===== config.mk =====
export PLATFORM = sky130hd
export DESIGN_NAME = stick_dead_zone_heading_flat
export DESIGN_NICKNAME = d
export VERILOG_FILES = /design/src/design/sdz_pkg.sv /design/src/design/sdz_if.sv /design/src/design/stick_dead_zone_heading.sv /design/src/flat_wrapper.sv
export SDC_FILE = /design/constraint.sdc
export NUM_CORES = 1
export LEC_CHECK = 0
export BUFFER_PORTS_ARGS = -buffer_cell sky130_fd_sc_hd__buf_4
export CELL_PAD_IN_SITES_DETAIL_PLACEMENT = 1
export CELL_PAD_IN_SITES_GLOBAL_PLACEMENT = 1
export CORE_AREA = 10 10 274 276
export DETAILED_ROUTE_END_ITERATION = 12
export DIE_AREA = 0 0 284 286
export PLACE_DENSITY = 0.66
export SLEW_MARGIN = 20
export SYNTH_ARGS = -nofsm -noshare
export SYNTH_HDL_FRONTEND = slang
export SYNTH_SLANG_ARGS = --single-unit

===== constraint.sdc =====
create_clock -name i_clk -period 9.3 [get_ports i_clk]
set_input_delay 1.86 -clock i_clk [delete_from_list [all_inputs] [get_ports i_clk]]
set_output_delay 1.86 -clock i_clk [all_outputs]
set_load 0.05 [all_outputs]

===== src/design/sdz_pkg.sv =====
// ----------------------------------------------------------------------------
// sdz_pkg
// Shared widths, register indexes and the CORDIC arctangent table for the
// stick dead zone heading block.
// ----------------------------------------------------------------------------
package sdz_pkg;

    localparam int AXIS_W  = 8;
    localparam int VALUE_W = 16;
    localparam int HEAD_W  = 9;
    localparam int CIDX_W  = 8;
    localparam int CDAT_W  = 16;
    localparam int ZONE_W  = 15;
    localparam int CORD_W  = 35;
    localparam int ANG_W   = 24;
    localparam int STEP_W  = 4;

    localparam logic [CIDX_W-1:0] CFG_DEAD_ZONE_LOW = 8'd0;
    localparam logic [CIDX_W-1:0] CFG_OUTER_ZONE    = 8'd1;

    localparam logic [ZONE_W-1:0] FULL_SCALE     = 15'd32767;
    localparam logic [ZONE_W-1:0] DZ_LOW_RESET   = 15'd8192;
    localparam logic [ZONE_W-1:0] OUTER_RESET    = 15'd0;
    localparam logic [ANG_W-1:0]  ANG_MAX        = 24'd5898239;

    localparam logic [HEAD_W-1:0] BASE_Q0 = 9'd0;
    localparam logic [HEAD_W-1:0] BASE_Q1 = 9'd90;
    localparam logic [HEAD_W-1:0] BASE_Q2 = 9'd180;
    localparam logic [HEAD_W-1:0] BASE_Q3 = 9'd270;

    // arctan(2^-i) in degrees, Q8.16
    function automatic logic [ANG_W-1:0] atan_step(input logic [STEP_W-1:0] idx);
        logic [ANG_W-1:0] res;
        case (idx)
            4'd0:    res = 24'd2949120;
            4'd1:    res = 24'd1740967;
            4'd2:    res = 24'd919879;
            4'd3:    res = 24'd466945;
            4'd4:    res = 24'd234379;
            4'd5:    res = 24'd117304;
            4'd6:    res = 24'd58666;
            4'd7:    res = 24'd29335;
            4'd8:    res = 24'd14668;
            4'd9:    res = 24'd7334;
            4'd10:   res = 24'd3667;
            4'd11:   res = 24'd1833;
            4'd12:   res = 24'd917;
            4'd13:   res = 24'd458;
            4'd14:   res = 24'd229;
            default: res = 24'd115;
        endcase
        return res;
    endfunction

endpackage


===== src/design/sdz_if.sv =====
// ----------------------------------------------------------------------------
// sdz_if
// Valid/ready channels of the stick dead zone heading block: axis requests,
// heading results and register writes.
// ----------------------------------------------------------------------------
interface sdz_in_if import sdz_pkg::*; ();
    logic                      valid;
    logic                      ready;
    logic [AXIS_W-1:0]         axis_index;
    logic signed [VALUE_W-1:0] axis_value;

    modport source (output valid, axis_index, axis_value, input ready);
    modport sink   (input valid, axis_index, axis_value, output ready);
endinterface

interface sdz_out_if import sdz_pkg::*; ();
    logic              valid;
    logic              ready;
    logic [HEAD_W-1:0] heading_degrees;

    modport source (output valid, heading_degrees, input ready);
    modport sink   (input valid, heading_degrees, output ready);
endinterface

interface sdz_cfg_if import sdz_pkg::*; ();
    logic              valid;
    logic              ready;
    logic [CIDX_W-1:0] index;
    logic [CDAT_W-1:0] data;

    modport source (output valid, index, data, input ready);
    modport sink   (input valid, index, data, output ready);
endinterface


===== src/design/stick_dead_zone_heading.sv =====
// ----------------------------------------------------------------------------
// stick_dead_zone_heading
// Per-axis dead zone on joystick axis events, then the clockwise heading.
//
// i_in carries one axis request (axis_index, axis_value). Axis 0 sets x
// (negated), axis 1 sets y; other axes and values inside the dead zone give
// no result. o_res carries the heading in whole degrees, 0..359. i_cfg
// writes register 0 (dead_zone_low) and register 1 (outer_zone); it is
// always ready, and the user must write it only while the block is idle;
// the block does not enforce this. A request passes a zone check, 15
// divide steps, a setup step, 16 CORDIC steps and a result step; the
// divide is skipped when the magnitude saturates. A request on another
// axis is dropped at acceptance; one inside the dead zone frees the block
// after the zone check. One request is in flight at a time; the block takes
// no new one until the bit-serial divider and iterative CORDIC unit are
// through with the last. A finished heading waits in the output register;
// the block accepts the next request meanwhile, and holds its own result
// in the last step while the receiver stalls. Reset clears the last x and
// y values, the output valid and returns the registers to 8192 and 0.
// ----------------------------------------------------------------------------
module stick_dead_zone_heading import sdz_pkg::*; (
    input  logic      i_clk,
    input  logic      i_rst_n,
    sdz_in_if.sink    i_in,
    sdz_cfg_if.sink   i_cfg,
    sdz_out_if.source o_res
);

    typedef enum logic [2:0] {
        S_IDLE,
        S_ZONE,
        S_DIV,
        S_COMB,
        S_CORD,
        S_DONE
    } t_state;

    t_state r_state;

    logic                       r_axis_y;
    logic signed [VALUE_W-1:0]  r_v;
    logic [ZONE_W-1:0]          r_dz_low;
    logic [ZONE_W-1:0]          r_outer;
    logic signed [VALUE_W-1:0]  r_last_x;
    logic signed [VALUE_W-1:0]  r_last_y;
    logic [ZONE_W-1:0]          r_rem;
    logic [ZONE_W-1:0]          r_num;
    logic [ZONE_W-1:0]          r_quo;
    logic [ZONE_W-1:0]          r_div;
    logic [STEP_W-1:0]          r_cnt;
    logic signed [CORD_W-1:0]   r_cx;
    logic signed [CORD_W-1:0]   r_cy;
    logic signed [ANG_W-1:0]    r_z;
    logic [HEAD_W-1:0]          r_base;
    logic [HEAD_W-1:0]          r_heading;
    logic                       r_out_valid;

    logic signed [VALUE_W-1:0]  w_clamped;
    logic [ZONE_W-1:0]          w_mag;
    logic                       w_pass;
    logic [ZONE_W-1:0]          w_diff;
    logic signed [ZONE_W+1:0]   w_range;
    logic                       w_range_pos;
    logic                       w_sat;
    logic [2*ZONE_W-1:0]        w_prod;
    logic [ZONE_W:0]            w_trial;
    logic [ZONE_W:0]            w_sub;
    logic                       w_ge;
    logic                       w_neg;
    logic signed [VALUE_W-1:0]  w_comp;
    logic signed [VALUE_W-1:0]  w_x;
    logic signed [VALUE_W-1:0]  w_y;
    logic [VALUE_W-1:0]         w_a;
    logic [VALUE_W-1:0]         w_b;
    logic [HEAD_W-1:0]          w_base;
    logic signed [CORD_W-1:0]   w_dx;
    logic signed [CORD_W-1:0]   w_dy;
    logic [ANG_W-1:0]           w_tab;
    logic [ANG_W-1:0]           w_zc;
    logic [HEAD_W-1:0]          w_heading;
    logic                       w_out_free;

    assign i_in.ready            = (r_state == S_IDLE);
    assign i_cfg.ready           = 1'b1;
    assign o_res.valid           = r_out_valid;
    assign o_res.heading_degrees = r_heading;
    assign w_out_free            = !r_out_valid || o_res.ready;

    always_comb begin
        w_clamped = (i_in.axis_value == 16'sh8000) ? -16'sd32767 : i_in.axis_value;
    end

    always_comb begin
        w_mag       = r_v[VALUE_W-1] ? ZONE_W'(-r_v) : r_v[ZONE_W-1:0];
        w_pass      = w_mag > r_dz_low;
        w_diff      = w_mag - r_dz_low;
        w_range     = $signed({2'b00, FULL_SCALE}) - $signed({2'b00, r_outer})
                    - $signed({2'b00, r_dz_low});
        w_range_pos = !w_range[ZONE_W+1] && (w_range != '0);
        w_sat       = !w_range_pos || (w_diff >= w_range[ZONE_W-1:0]);
        w_prod      = {w_diff, {ZONE_W{1'b0}}} - {{ZONE_W{1'b0}}, w_diff};
    end

    always_comb begin
        w_trial = {r_rem, r_num[ZONE_W-1]};
        w_ge    = w_trial >= {1'b0, r_div};
        w_sub   = w_trial - {1'b0, r_div};
    end

    always_comb begin
        w_neg  = r_v[VALUE_W-1] ^ !r_axis_y;
        w_comp = w_neg ? -$signed({1'b0, r_quo}) : $signed({1'b0, r_quo});
        w_x    = r_axis_y ? r_last_x : w_comp;
        w_y    = r_axis_y ? w_comp : r_last_y;
        if (!w_x[VALUE_W-1] && !w_y[VALUE_W-1] && w_y != '0) begin
            w_base = BASE_Q0; w_a = w_x;  w_b = w_y;
        end else if (!w_x[VALUE_W-1] && w_x != '0) begin
            w_base = BASE_Q1; w_a = -w_y; w_b = w_x;
        end else if (w_y[VALUE_W-1]) begin
            w_base = BASE_Q2; w_a = -w_x; w_b = -w_y;
        end else begin
            w_base = BASE_Q3; w_a = w_y;  w_b = -w_x;
        end
    end

    always_comb begin
        w_dx = r_cy >>> r_cnt;
        w_dy = r_cx >>> r_cnt;
        w_tab = atan_step(r_cnt);
        if (r_z[ANG_W-1]) begin
            w_zc = '0;
        end else if (r_z > $signed(ANG_MAX)) begin
            w_zc = ANG_MAX;
        end else begin
            w_zc = r_z;
        end
        w_heading = r_base + HEAD_W'(w_zc[ANG_W-1:16]);
    end

    always_ff @(posedge i_clk) begin
        if (!i_rst_n) begin
            r_state     <= S_IDLE;
            r_dz_low    <= DZ_LOW_RESET;
            r_outer     <= OUTER_RESET;
            r_last_x    <= '0;
            r_last_y    <= '0;
            r_out_valid <= 1'b0;
        end else begin
            if (i_cfg.valid) begin
                if (i_cfg.index == CFG_DEAD_ZONE_LOW) begin
                    r_dz_low <= i_cfg.data[ZONE_W-1:0];
                end else if (i_cfg.index == CFG_OUTER_ZONE) begin
                    r_outer <= i_cfg.data[ZONE_W-1:0];
                end
            end
            if (r_state == S_DONE && w_out_free) begin
                r_out_valid <= 1'b1;
            end else if (r_out_valid && o_res.ready) begin
                r_out_valid <= 1'b0;
            end
            unique case (r_state)
                S_IDLE: begin
                    if (i_in.valid && i_in.axis_index < AXIS_W'(2)) begin
                        r_axis_y <= i_in.axis_index[0];
                        r_v      <= w_clamped;
                        r_state  <= S_ZONE;
                    end
                end
                S_ZONE: begin
                    r_div <= w_range[ZONE_W-1:0];
                    r_rem <= w_prod[2*ZONE_W-1:ZONE_W];
                    r_num <= w_prod[ZONE_W-1:0];
                    r_cnt <= '0;
                    if (!w_pass) begin
                        r_state <= S_IDLE;
                    end else if (w_sat) begin
                        r_quo   <= FULL_SCALE;
                        r_state <= S_COMB;
                    end else begin
                        r_state <= S_DIV;
                    end
                end
                S_DIV: begin
                    r_rem <= w_ge ? w_sub[ZONE_W-1:0] : w_trial[ZONE_W-1:0];
                    r_num <= {r_num[ZONE_W-2:0], 1'b0};
                    r_quo <= {r_quo[ZONE_W-2:0], w_ge};
                    r_cnt <= r_cnt + 1'b1;
                    if (r_cnt == STEP_W'(ZONE_W - 1)) begin
                        r_state <= S_COMB;
                    end
                end
                S_COMB: begin
                    if (r_axis_y) begin
                        r_last_y <= w_comp;
                    end else begin
                        r_last_x <= w_comp;
                    end
                    r_base  <= w_base;
                    r_cx    <= $signed({{(CORD_W-VALUE_W-16){1'b0}}, w_b, 16'd0});
                    r_cy    <= $signed({{(CORD_W-VALUE_W-16){1'b0}}, w_a, 16'd0});
                    r_z     <= '0;
                    r_cnt   <= '0;
                    r_state <= S_CORD;
                end
                S_CORD: begin
                    if (!r_cy[CORD_W-1]) begin
                        r_cx <= r_cx + w_dx;
                        r_cy <= r_cy - w_dy;
                        r_z  <= r_z + $signed(w_tab);
                    end else begin
                        r_cx <= r_cx - w_dx;
                        r_cy <= r_cy + w_dy;
                        r_z  <= r_z - $signed(w_tab);
                    end
                    r_cnt <= r_cnt + 1'b1;
                    if (r_cnt == '1) begin
                        r_state <= S_DONE;
                    end
                end
                S_DONE: begin
                    if (w_out_free) begin
                        r_heading <= w_heading;
                        r_state   <= S_IDLE;
                    end
                end
                default: r_state <= S_IDLE;
            endcase
        end
    end

endmodule


===== src/flat_wrapper.sv =====
// flat-port wrapper written by rule: the top's interface ports become plain ports
module stick_dead_zone_heading_flat import sdz_pkg::*;
  (i_clk, i_rst_n, i_in_valid, i_in_axis_index, i_in_axis_value, i_in_ready, i_cfg_valid, i_cfg_index, i_cfg_data, i_cfg_ready, o_res_valid, o_res_heading_degrees, o_res_ready);
  sdz_in_if i_in_i ();
  sdz_cfg_if i_cfg_i ();
  sdz_out_if o_res_i ();
  input  logic i_clk;
  input  logic i_rst_n;
  input wire logic [$bits(i_in_i.valid)-1:0] i_in_valid;
  input wire logic [$bits(i_in_i.axis_index)-1:0] i_in_axis_index;
  input wire logic [$bits(i_in_i.axis_value)-1:0] i_in_axis_value;
  output wire logic [$bits(i_in_i.ready)-1:0] i_in_ready;
  input wire logic [$bits(i_cfg_i.valid)-1:0] i_cfg_valid;
  input wire logic [$bits(i_cfg_i.index)-1:0] i_cfg_index;
  input wire logic [$bits(i_cfg_i.data)-1:0] i_cfg_data;
  output wire logic [$bits(i_cfg_i.ready)-1:0] i_cfg_ready;
  output wire logic [$bits(o_res_i.valid)-1:0] o_res_valid;
  output wire logic [$bits(o_res_i.heading_degrees)-1:0] o_res_heading_degrees;
  input wire logic [$bits(o_res_i.ready)-1:0] o_res_ready;
  assign i_in_i.valid = i_in_valid;
  assign i_in_i.axis_index = i_in_axis_index;
  assign i_in_i.axis_value = i_in_axis_value;
  assign i_in_ready = i_in_i.ready;
  assign i_cfg_i.valid = i_cfg_valid;
  assign i_cfg_i.index = i_cfg_index;
  assign i_cfg_i.data = i_cfg_data;
  assign i_cfg_ready = i_cfg_i.ready;
  assign o_res_valid = o_res_i.valid;
  assign o_res_heading_degrees = o_res_i.heading_degrees;
  assign o_res_i.ready = o_res_ready;
  stick_dead_zone_heading u_core (.i_clk(i_clk), .i_rst_n(i_rst_n), .i_in(i_in_i), .i_cfg(i_cfg_i), .o_res(o_res_i));
endmodule

Yosys cells after proc, flatten, opt, wreduce, memory -nomap -nowiden. Memories as Yosys holds them, arrays and structs flattened. A register that Yosys moved wholly into a read port is not among the register bits. Cells that the tools add are included.

Add/subtract/negate cells: 17. $mul: 0. Div/mod/pow operators: 0. $lt $le $gt $ge: 5. Equal/unequal tests: 15. Shift-type cells: 2. Multiplexer cells: 37. Bitwise operators: 2. Reductions and logical operators: 38.

Operators by type and width (count): two-way mux 16 bit (9); case mux 35 bit (2 select lines) (2); case mux 15 bit (2 select lines) (3); adder 35 bit (2); two-way mux 35 bit (2); >>> shifter 35 x 4 -> 35 bit (2); subtractor 35 bit (2); two-way mux 15 bit (4); two-way mux 24 bit (2); case mux 24 bit (2 select lines) (1); negator 16 bit (2); nonzero test 16 bit (2); subtractor 15 bit (2); subtractor 30 x 15 -> 30 bit (1); adder 24 bit (1); > comparator 24 bit, second input constant (1); subtractor 24 bit (1); two-way mux 23 bit (1); case mux 3 bit (6 select lines) (1); nonzero test 17 bit (1); subtractor 17 x 16 -> 17 bit (1); equality test 16 bit, second input constant (1); >= comparator 16 x 15 -> 1 bit (1); negator 15 -> 16 bit (1); other kinds (31) (70).

Register bits: 259. Latch bits: 0. Bits in writable memories: 0. Bits in read-only memories: 352. Input bits: 53. Output and inout port bits: 12. Logic and storage cells: 136. Memories kept: 1.

Memories: (no name shown) (depth 16, width 22, rd ports 1, clocked after memory_dff 1, write ports 0, RTL line sdz_pkg.sv:34) `case (idx)`.

Logic depth before layout (Yosys ltp). Gate-level depths: netlist of run 1.

Word-level depth: 9. Gate-level depth with buffers: 28. Mapped depth without buffers: 24.

Worst setup path before layout of run 1. OpenSTA, ideal clock, no wires.

Path type: input to register. Start: input port i_rst_n. End: register u_core.r_cx[0], enable pin. Setup time: 0.689 ns. Arrival time: 9.185 ns. Required time: 8.611 ns. Slack: -0.575 ns. Stages on the path: 3. Path buffers: 2. Cells stage by stage: clkbuf_1 > clkbuf_1 > a21boi_0.

Cells in the longest elaborated chain, start to end: 1.

Ends and longest elaborated chain: start: declaration (RTL line flat_wrapper.sv:8) `input logic i_rst_n;`; AND reduction 2 bit (no source line); end signal: assignment (RTL line stick_dead_zone_heading.sv:199) `r_cx <= $signed({{(CORD_W-VALUE_W-16){1'b0}}, w_b, 16'd0});`; end signal: assignment (RTL line stick_dead_zone_heading.sv:207) `r_cx <= r_cx + w_dx;`; end signal: assignment (RTL line stick_dead_zone_heading.sv:211) `r_cx <= r_cx - w_dx;`; end: declaration (RTL line stick_dead_zone_heading.sv:51) `logic signed [CORD_W-1:0] r_cx;`.

No other way between the ends. A chain may end at the register's enable or synchronous reset.

Worst setup path in the final report of run 1.
Start: register u_core.r_cnt[0]. End: register u_core.r_cy[34] (data pin).

Cells in the longest elaborated chain, start to end: 4. Elaborated cells on any way between the ends: 5. Classes of those cells: add/sub (2); shift (1); mux (2).

Ends and longest elaborated chain: start: declaration (RTL line stick_dead_zone_heading.sv:50) `logic [STEP_W-1:0] r_cnt;`; start signal: assignment (RTL line stick_dead_zone_heading.sv:187) `r_cnt <= r_cnt + 1'b1;`; start signal: assignment (RTL line stick_dead_zone_heading.sv:215) `r_cnt <= r_cnt + 1'b1;`; >>> shifter 35 x 4 -> 35 bit (*) (RTL line stick_dead_zone_heading.sv:128) `w_dy = r_cx >>> r_cnt;`; subtractor 35 bit / adder 35 bit (equally long branches) (RTL line stick_dead_zone_heading.sv:208, stick_dead_zone_heading.sv:212); two-way mux 35 bit (*) (RTL line stick_dead_zone_heading.sv:206) `if (!r_cy[CORD_W-1]) begin`; case mux 35 bit (2 select lines) (*) (RTL line stick_dead_zone_heading.sv:161) `unique case (r_state)`; end signal: assignment (RTL line stick_dead_zone_heading.sv:200) `r_cy <= $signed({{(CORD_W-VALUE_W-16){1'b0}}, w_a, 16'd0});`; end signal: assignment (RTL line stick_dead_zone_heading.sv:208) `r_cy <= r_cy - w_dy;`; end signal: assignment (RTL line stick_dead_zone_heading.sv:212) `r_cy <= r_cy + w_dy;`; end: declaration (RTL line stick_dead_zone_heading.sv:52) `logic signed [CORD_W-1:0] r_cy;`.

Every way passes the cells marked *; elsewhere a longest branch is shown, timed or not.

==> impl_results.md, run 1 <==
* Htree depth at 2
* Slowest cell on the critical path: edfxtp_1
* Die W at 284 um
* Drt pass-1 iters at 7
* Antenna diode count at 0
* Initial Utilization at 0.396
* Power Dens Cells at 190 nW/um^2
* Status: completed
* Synthesis Warnings at 0
* Routed length per instance at 22.3 um
* Antenna violation net count after detailed routing at 0
* Minimum clock period at approximately 7.4 ns
* Total leakage power at 11.5 nW
* CTS tree: yes
* Port buffer count at 62
* Top post-synthesis cells by area: edfxtp_1, ha_1, dfxtp_1
* Critical path launch point type: register
* Area Overhead vs Synth at 8.77%
* RSZ-0062 raised after global routing: no
* Setup TNS at 0 ns
* Vias at 24800
* Total gr overflow at 0
* Die ar. at 81200 um^2
* Least-Margin Pin Slew at 1.16 ns
* Delay of the slowest critical-path stage at 0.91 ns
* VDD IR max at 0.151 mV
* Rows at 97
* Nets at around 3400
* Initial antenna violation count at 1
* Maximum number of pins on one net before global-route repair at approximately 110
* Seq cells post-synth at 278
* Setup bufs post-CTS at 0
* Fmax at 136 MHz
* Final cycle utilization of the critical path at 0.793
* First-pass GRT wire length at 147 mm
* Detailed Place HPWL at 70.4 mm
* Cells after synthesis at 3215
* Worst skew pair latency at 0.58 ns
* Slew Limit Fails at 0
* Setup violations, final at 0
* Seq/Total Area, Yosys at 0.271
* Vias in the first global route at roughly 26000
* Drt via density at 6.00
* Worst Path Max Fanout at 38
* Worst path cell trace: buf_4 -> mux4_2 -> nand2_1 -> nand2_1 -> o21ai_1 -> ha_1 -> nand3_1 -> or2_2 -> a211oi_4 -> and3_1 -> inv_1 -> o21ai_0 -> xor2_1 -> ha_1 -> nand3_1 -> a21o_1 -> a311oi_1 -> a311oi_1 -> nor2_1 -> nand3_1 -> a311oi_1 -> a31oi_1 -> xor2_1 -> nor2_1
* Root buf cell: clkbuf_16
* Routed WL at 92.5 mm
* Sink Count at 278
* Final Hold Vio Count at 0
* Core outline area at 69500 um^2
* Post-CTS sizing at 0
* Number of remaining DRC errors at 0
* Gp weighted congestion at between 0.9 and 1
* Syn_nets at 3448
* Layout cells sized above 1 at 0.0981
* Clock Skew at 0.0188 ns
* Post-Syn Area at roughly 28000 um^2
* Rel. slew slack at 0.219
* Delay-heaviest family, CP: compound AO/OA/AOI/OAI gates
* Smallest hold slack at 0.464 ns
* Most common cell in the synthesized netlist: nand2_1
* Count of cell types in the netlist at about 100
* Min-delay worst type: register to register
* Max-Cap Viols at 0
* Post-synth EDFFs at 190
* Clk buf depth at 3
* CTS Hold Bufs at 0
* Worst EP arrival at between 7 and 8 ns
* Synth Flop Type: edfxtp_1
* Die height at 286 um
* Critical path buffers and inverters at 2
* Io pins at 65
* Crit path kind: register to register
* DR iter-0 viols at approximately 1600
* GRT Util Overall at 0.221
* Commonest cells post-synth: nand2_1, nor2_1, a21oi_1
* Cell taking the most area after synthesis: edfxtp_1
* Syn avg cell area at 8.56 um^2
* CTS buffer count at 38
* Reg clk slew, reported paths at 0.06 ns
* Post-synth ARST share at 0
* Area share of the leading cell type in the synthesized netlist at 0.207
* Endpoint class of the critical path: register
* Data required, critical path at about 9.6 ns
report_power, final:
| part | internal [mW] | switching, mW | total (mW) | leakage [nW] |
|---|---|---|---|---|
| Clock | 0.965 | 0.620 | 1.58 | 0.654 |
| Sequential | 1.44 | 0.0958 | 1.53 | 2.37 |
| Combinational | 0.982 | 1.58 | 2.56 | 8.52 |
state kept, by name (all words and copies together), names as in the netlist, 16 cells and up:
signal and cells:
u_core.r_z 24, u_core.r_cy 35, u_core.r_v 16, u_core.r_last_x 16, u_core.r_last_y 16, u_core.w_tab 22, u_core.r_cx 35
metrics by stage:
| step | area [um^2] | utilization | power [mW] | instances | setup slack (ns) |
|---|---|---|---|---|---|
| after CTS | 29900 | 0.430 | 5.70 | 4140 | 1.98 |
| after global routing | 29900 | 0.430 | 6.04 | 4141 | 1.46 |
| after detailed placement | 28600 | 0.411 | 4.08 | 4071 | 2.05 |
| after floorplan | 27500 | - | 3.42 | 3215 | 1.89 |
| final | 29900 | 0.430 | 5.68 | 4141 | 1.92 |
| after global placement | 28600 | 0.411 | 3.99 | 4071 | 2.16 |
routing by layer:
| layer | GRT usage | vias up | wire length, um |
|---|---|---|---|
| met4 | 0.0746 | 2 | 3000 |
| met3 | 0.0247 | 161 | 3840 |
| met1 | 0.297 | 12300 | 43200 |
| met5 | 0 | - | 12 |
| li1 | - | 11800 | - |
| met2 | 0.364 | 552 | 42400 |
worst reg2reg max path, cell delays in order, from the launching register on:
cell and delay, ns:
edfxtp_1 0.91, buf_4 0.62, mux4_2 0.41, nand2_1 0.08, nand2_1 0.07, o21ai_1 0.42, ha_1 0.31, nand3_1 0.10
or2_2 0.33, a211oi_4 0.40, and3_1 0.31, inv_1 0.06, o21ai_0 0.20, xor2_1 0.11, ha_1 0.40, nand3_1 0.21
a21o_1 0.21, a311oi_1 0.45, a311oi_1 0.15, nor2_1 0.42, nand3_1 0.20, a311oi_1 0.37, a31oi_1 0.16, xor2_1 0.14
nor2_1 0.05
worst paths after layout:
check | end | start | slack [ns] | cells after the start
max | u_core.r_cy[34] | u_core.r_cnt[0] | 1.92 | 24
min | u_core.r_last_x[14] | u_core.r_last_x[14] | 0.46 | 2
max reg2reg | u_core.r_cy[34] | u_core.r_cnt[0] | 1.92 | 24
min reg2reg | u_core.r_last_x[14] | u_core.r_last_x[14] | 0.46 | 2
cells in the final DEF, fill, tap and decap left out, drive strengths merged, types with 13 or more instances in the layout:
cell	n
and2	36
a21o	48
and3	24
or2	21
a22oi	23
o31ai	19
nor4	23
mux2	46
a21boi	30
o21ai	197
nand4	33
nand2	306
mux2i	115
nand3	66
ha	173
nor2	287
o31a	17
nor3b	13
o22ai	24
a31oi	37
xnor2	134
o211ai	34
or3	29
dfxtp	88
edfxtp	190
o21bai	13
a211oi	49
nand2b	36
buf	105
clkbuf	46
nor3	75
clkinv	15
a21oi	229
xor2	102
inv	151
o21a	42
mux4	63
nor2b	71
area by class of cell:
| cell class | instances | area, um^2 |
|---|---|---|
| Clock buffer | 45 | 997 |
| Clock inverter | 24 | 322 |
| Fill cell | 8201 | 39600 |
| Inverter | 150 | 563 |
| Multi-Input combinational cell | 2598 | 18600 |
| Sequential cell | 278 | 7470 |
| Tap cell | 940 | 1180 |
| Timing Repair Buffer | 106 | 806 |
kinds of logic after synthesis:
kind of cell               synth area share
AOI/OAI and AO/OA                     0.213
xor gates and xnor gates             0.0751
adders and majority gates            0.0838
buffers and inverters                0.0543
DFF                                   0.271
muxes                                 0.115
other                              0.000136
and+or+nand+nor                       0.188
Power figures use the tool's default switching activity.
==> inputs of run 2 (changes only) <==
- PLACE_DENSITY: 0.66 -> 0.64
- clock period: 9.3 -> 7.1 ns (I/O delays scaled with it)
==> run 2 against run 1 <==
Via count is 0.27% lower. Non-clock buffer count is 7 higher. Largest cell class unchanged. Combinational power is 31% higher. Utilization is 0.065 points higher. Worst hold slack better by 0.0046 ns. Sequential power is 31% higher. Final cell count is 0.19% higher. Sequential share of layout area hardly changed. Design area is 0.15% higher.
==> impl_results.md, run 2 (synthesis gave the netlist of run 1 again) <==
* Hold_sp: u_core.r_last_x[14]
* GRT Util Overall at 0.217 (-0.00435)
* Fmax at 150 MHz (+11%)
* Maximum number of pins on one net before global-route repair at 88 (-23%)
* Setup TNS at 0 ns (unchanged)
* Rows at 97 (unchanged)
* Die ar. at 81200 um^2 (unchanged)
* First-pass GRT wire length at 145 mm (-1.3%)
* Final Hold Vio Count at 0 (unchanged)
* Data required, critical path at 7.40 ns (-2.21 ns)
* Antenna violation net count after detailed routing at 0 (unchanged)
* Drt pass-1 iters at 5 (-2)
* Crit path kind: register to register
* Total gr overflow at 0 (unchanged)
* Die height at 286 um (unchanged)
* Antenna diode count at 0 (unchanged)
* Initial antenna violation count at 1 (unchanged)
* Max-Cap Viols at 0 (unchanged)
* Area Overhead vs Synth at 8.94%
* Reg clk slew, reported paths at 0.07 ns (about the same)
* Slew Limit Fails at 0 (unchanged)
* Final cycle utilization of the critical path at 0.940 (+0.146)
* Drt via density at 5.97 (-0.46%)
* Endpoint class of the critical path: register
* Minimum clock period at 6.67 ns (-0.705 ns)
* Io pins at 65 (unchanged)
* Worst Path Max Fanout at 10 (-74%)
* Number of remaining DRC errors at 0 (unchanged)
* Register-to-register setup slack at 0.43 ns (-1.49 ns)
* Setup bufs post-CTS at 0 (unchanged)
* Total leakage power at 11.6 nW (+0.13%)
* Clk buf depth at 3 (unchanged)
* Min-delay worst type: register to register
* Core outline area at 69500 um^2 (unchanged)
* Critical path launch point type: register
* Rel. slew slack at 0.285 (+0.0658)
* Largest regs: u_core.r_cx x35, u_core.r_cy x35, u_core.r_z x24
* CTS Hold Bufs at 0 (unchanged)
* Nets at 3412 (+0.21%)
* Sink Count at 278 (unchanged)
* Worst skew pair latency at 0.59 ns (about the same)
* Clock Skew at 0.0201 ns (+0.00135 ns)
* RR Endpoint: u_core.r_cy[34]
* Layout cells sized above 1 at 0.0988 (+0.000690)
* Root buf cell: clkbuf_16
* CTS tree: yes
* Most frequent cells in the layout: nand2_1, nor2_1, a21oi_1, o21ai_0, edfxtp_1
* R2R cell count at 21 (-13%)
* Vias at 24800 (-0.27%)
* Worst r2r src: u_core.r_cnt[0]
* RSZ-0062 raised after global routing: no
* Port buffer count at 62 (unchanged)
* Die W at 284 um (unchanged)
* Status: completed
* Routed WL at 91.2 mm (-1.4%)
* DR iter-0 viols at 1664 (+4.6%)
* VDD IR max at 0.154 mV (+2.1%)
* Most common cell after layout, fill and taps aside: nand2_1
* Hold path cells at 2 (unchanged)
* Setup violations, final at 0 (unchanged)
* Power Dens Cells at 244 nW/um^2 (+28%)
* Worst Hold End: u_core.r_last_x[14]
* Detailed Place HPWL at 69.5 mm (-1.3%)
* Worst EP arrival at 6.97 ns (-0.71 ns)
* Gp weighted congestion at 0.901 (-1.7%)
* CP Launch Point: u_core.r_cnt[0]
* Initial Utilization at 0.396 (unchanged)
* Htree depth at 2 (unchanged)
* Least-Margin Pin Slew at 1.06 ns (-0.0979 ns)
* Routed length per instance at 22.0 um (-1.5%)
* Vias in the first global route at 25600 (-0.44%)
* Final Util at 0.431 (+0.000648)
* CTS buffer count at 38 (unchanged)
[run 2: cell types whose count changed in the layout (fill, tap and decap cells not counted), moves of 3 or more]
| cell | change |
|---|---|
| clkinv_2 | -7 |
| bufinv_16 | -5 |
| clkbuf_8 | +3 |
| buf_4 | +4 |
| clkbuf_1 | +7 |
[run 2: worst max path at each step]
stage                     depth (start not counted)               to
after CTS                                        21  u_core.r_cy[34]
after global routing                             21  u_core.r_cy[34]
final                                            21  u_core.r_cy[34]
after global placement                           21  u_core.r_cy[34]
after detailed placement                         21  u_core.r_cy[34]
after floorplan                                   3   u_core.r_cx[0]
[run 2: area by class of cell]
cell class	count	area [um^2]
Clock buffer	56	1090
Sequential cell	278	7470
Inverter	150	563
Fill cell	8152	39600
Timing Repair Buffer	113	907
Multi-Input combinational cell	2598	18600
Clock inverter	14	161
Tap cell	940	1180
[run 2: report_power, final]
group          internal, mW  switching [mW]  total, mW
Clock                  1.15           0.809       1.96
Combinational          1.31            2.04       3.35
Sequential             1.88           0.120       2.00
Total                  4.34            2.97       7.31
[run 2: worst max-delay path: stages, from the launching register on]
cell and delay (ns):
edfxtp_1 0.66, buf_4 0.30, mux4_1 0.72, mux4_2 0.56, nor3_2 0.25, nand4_1 0.17, nor3b_1 0.26, and3_1 0.30
inv_1 0.05, o21ai_0 0.20, xor2_1 0.11, ha_1 0.38, nand3_1 0.22, a21o_1 0.21, a311oi_1 0.50, a21oi_1 0.08
nor2_1 0.41, nand3_1 0.18, a311oi_1 0.42, a31oi_1 0.17, xor2_1 0.16, nor2_1 0.06
[run 2: stage by stage]
step                setup slack, ns  hold WS (ns)  area, um^2  instances  total power, mW
floorplan                     0.131         0.438       27500       3215             4.48
global placement              0.688         0.447       28700       4077             5.24
detailed placement            0.562         0.468       28700       4077             5.33
CTS                           0.502         0.476       29900       4147             7.34
global route                 0.0360         0.491       30000       4149             7.78
finish                        0.429         0.469       30000       4149             7.31
[run 2: what timing repair did]
| action | in CTS | in global routing |
|---|---|---|
| endpoints found under the setup margin | 0 | 1 |
| gates resized for setup | 0 | 1 |
| hold endpoints to repair | 0 | 0 |
[run 2: layer usage]
layer,up-vias,GRT usage,routed length (um)
li1,11800,-,-
met1,12300,0.290,42600
met2,536,0.359,42100
met3,143,0.0327,4410
met4,2,0.0589,2100
met5,-,0,8
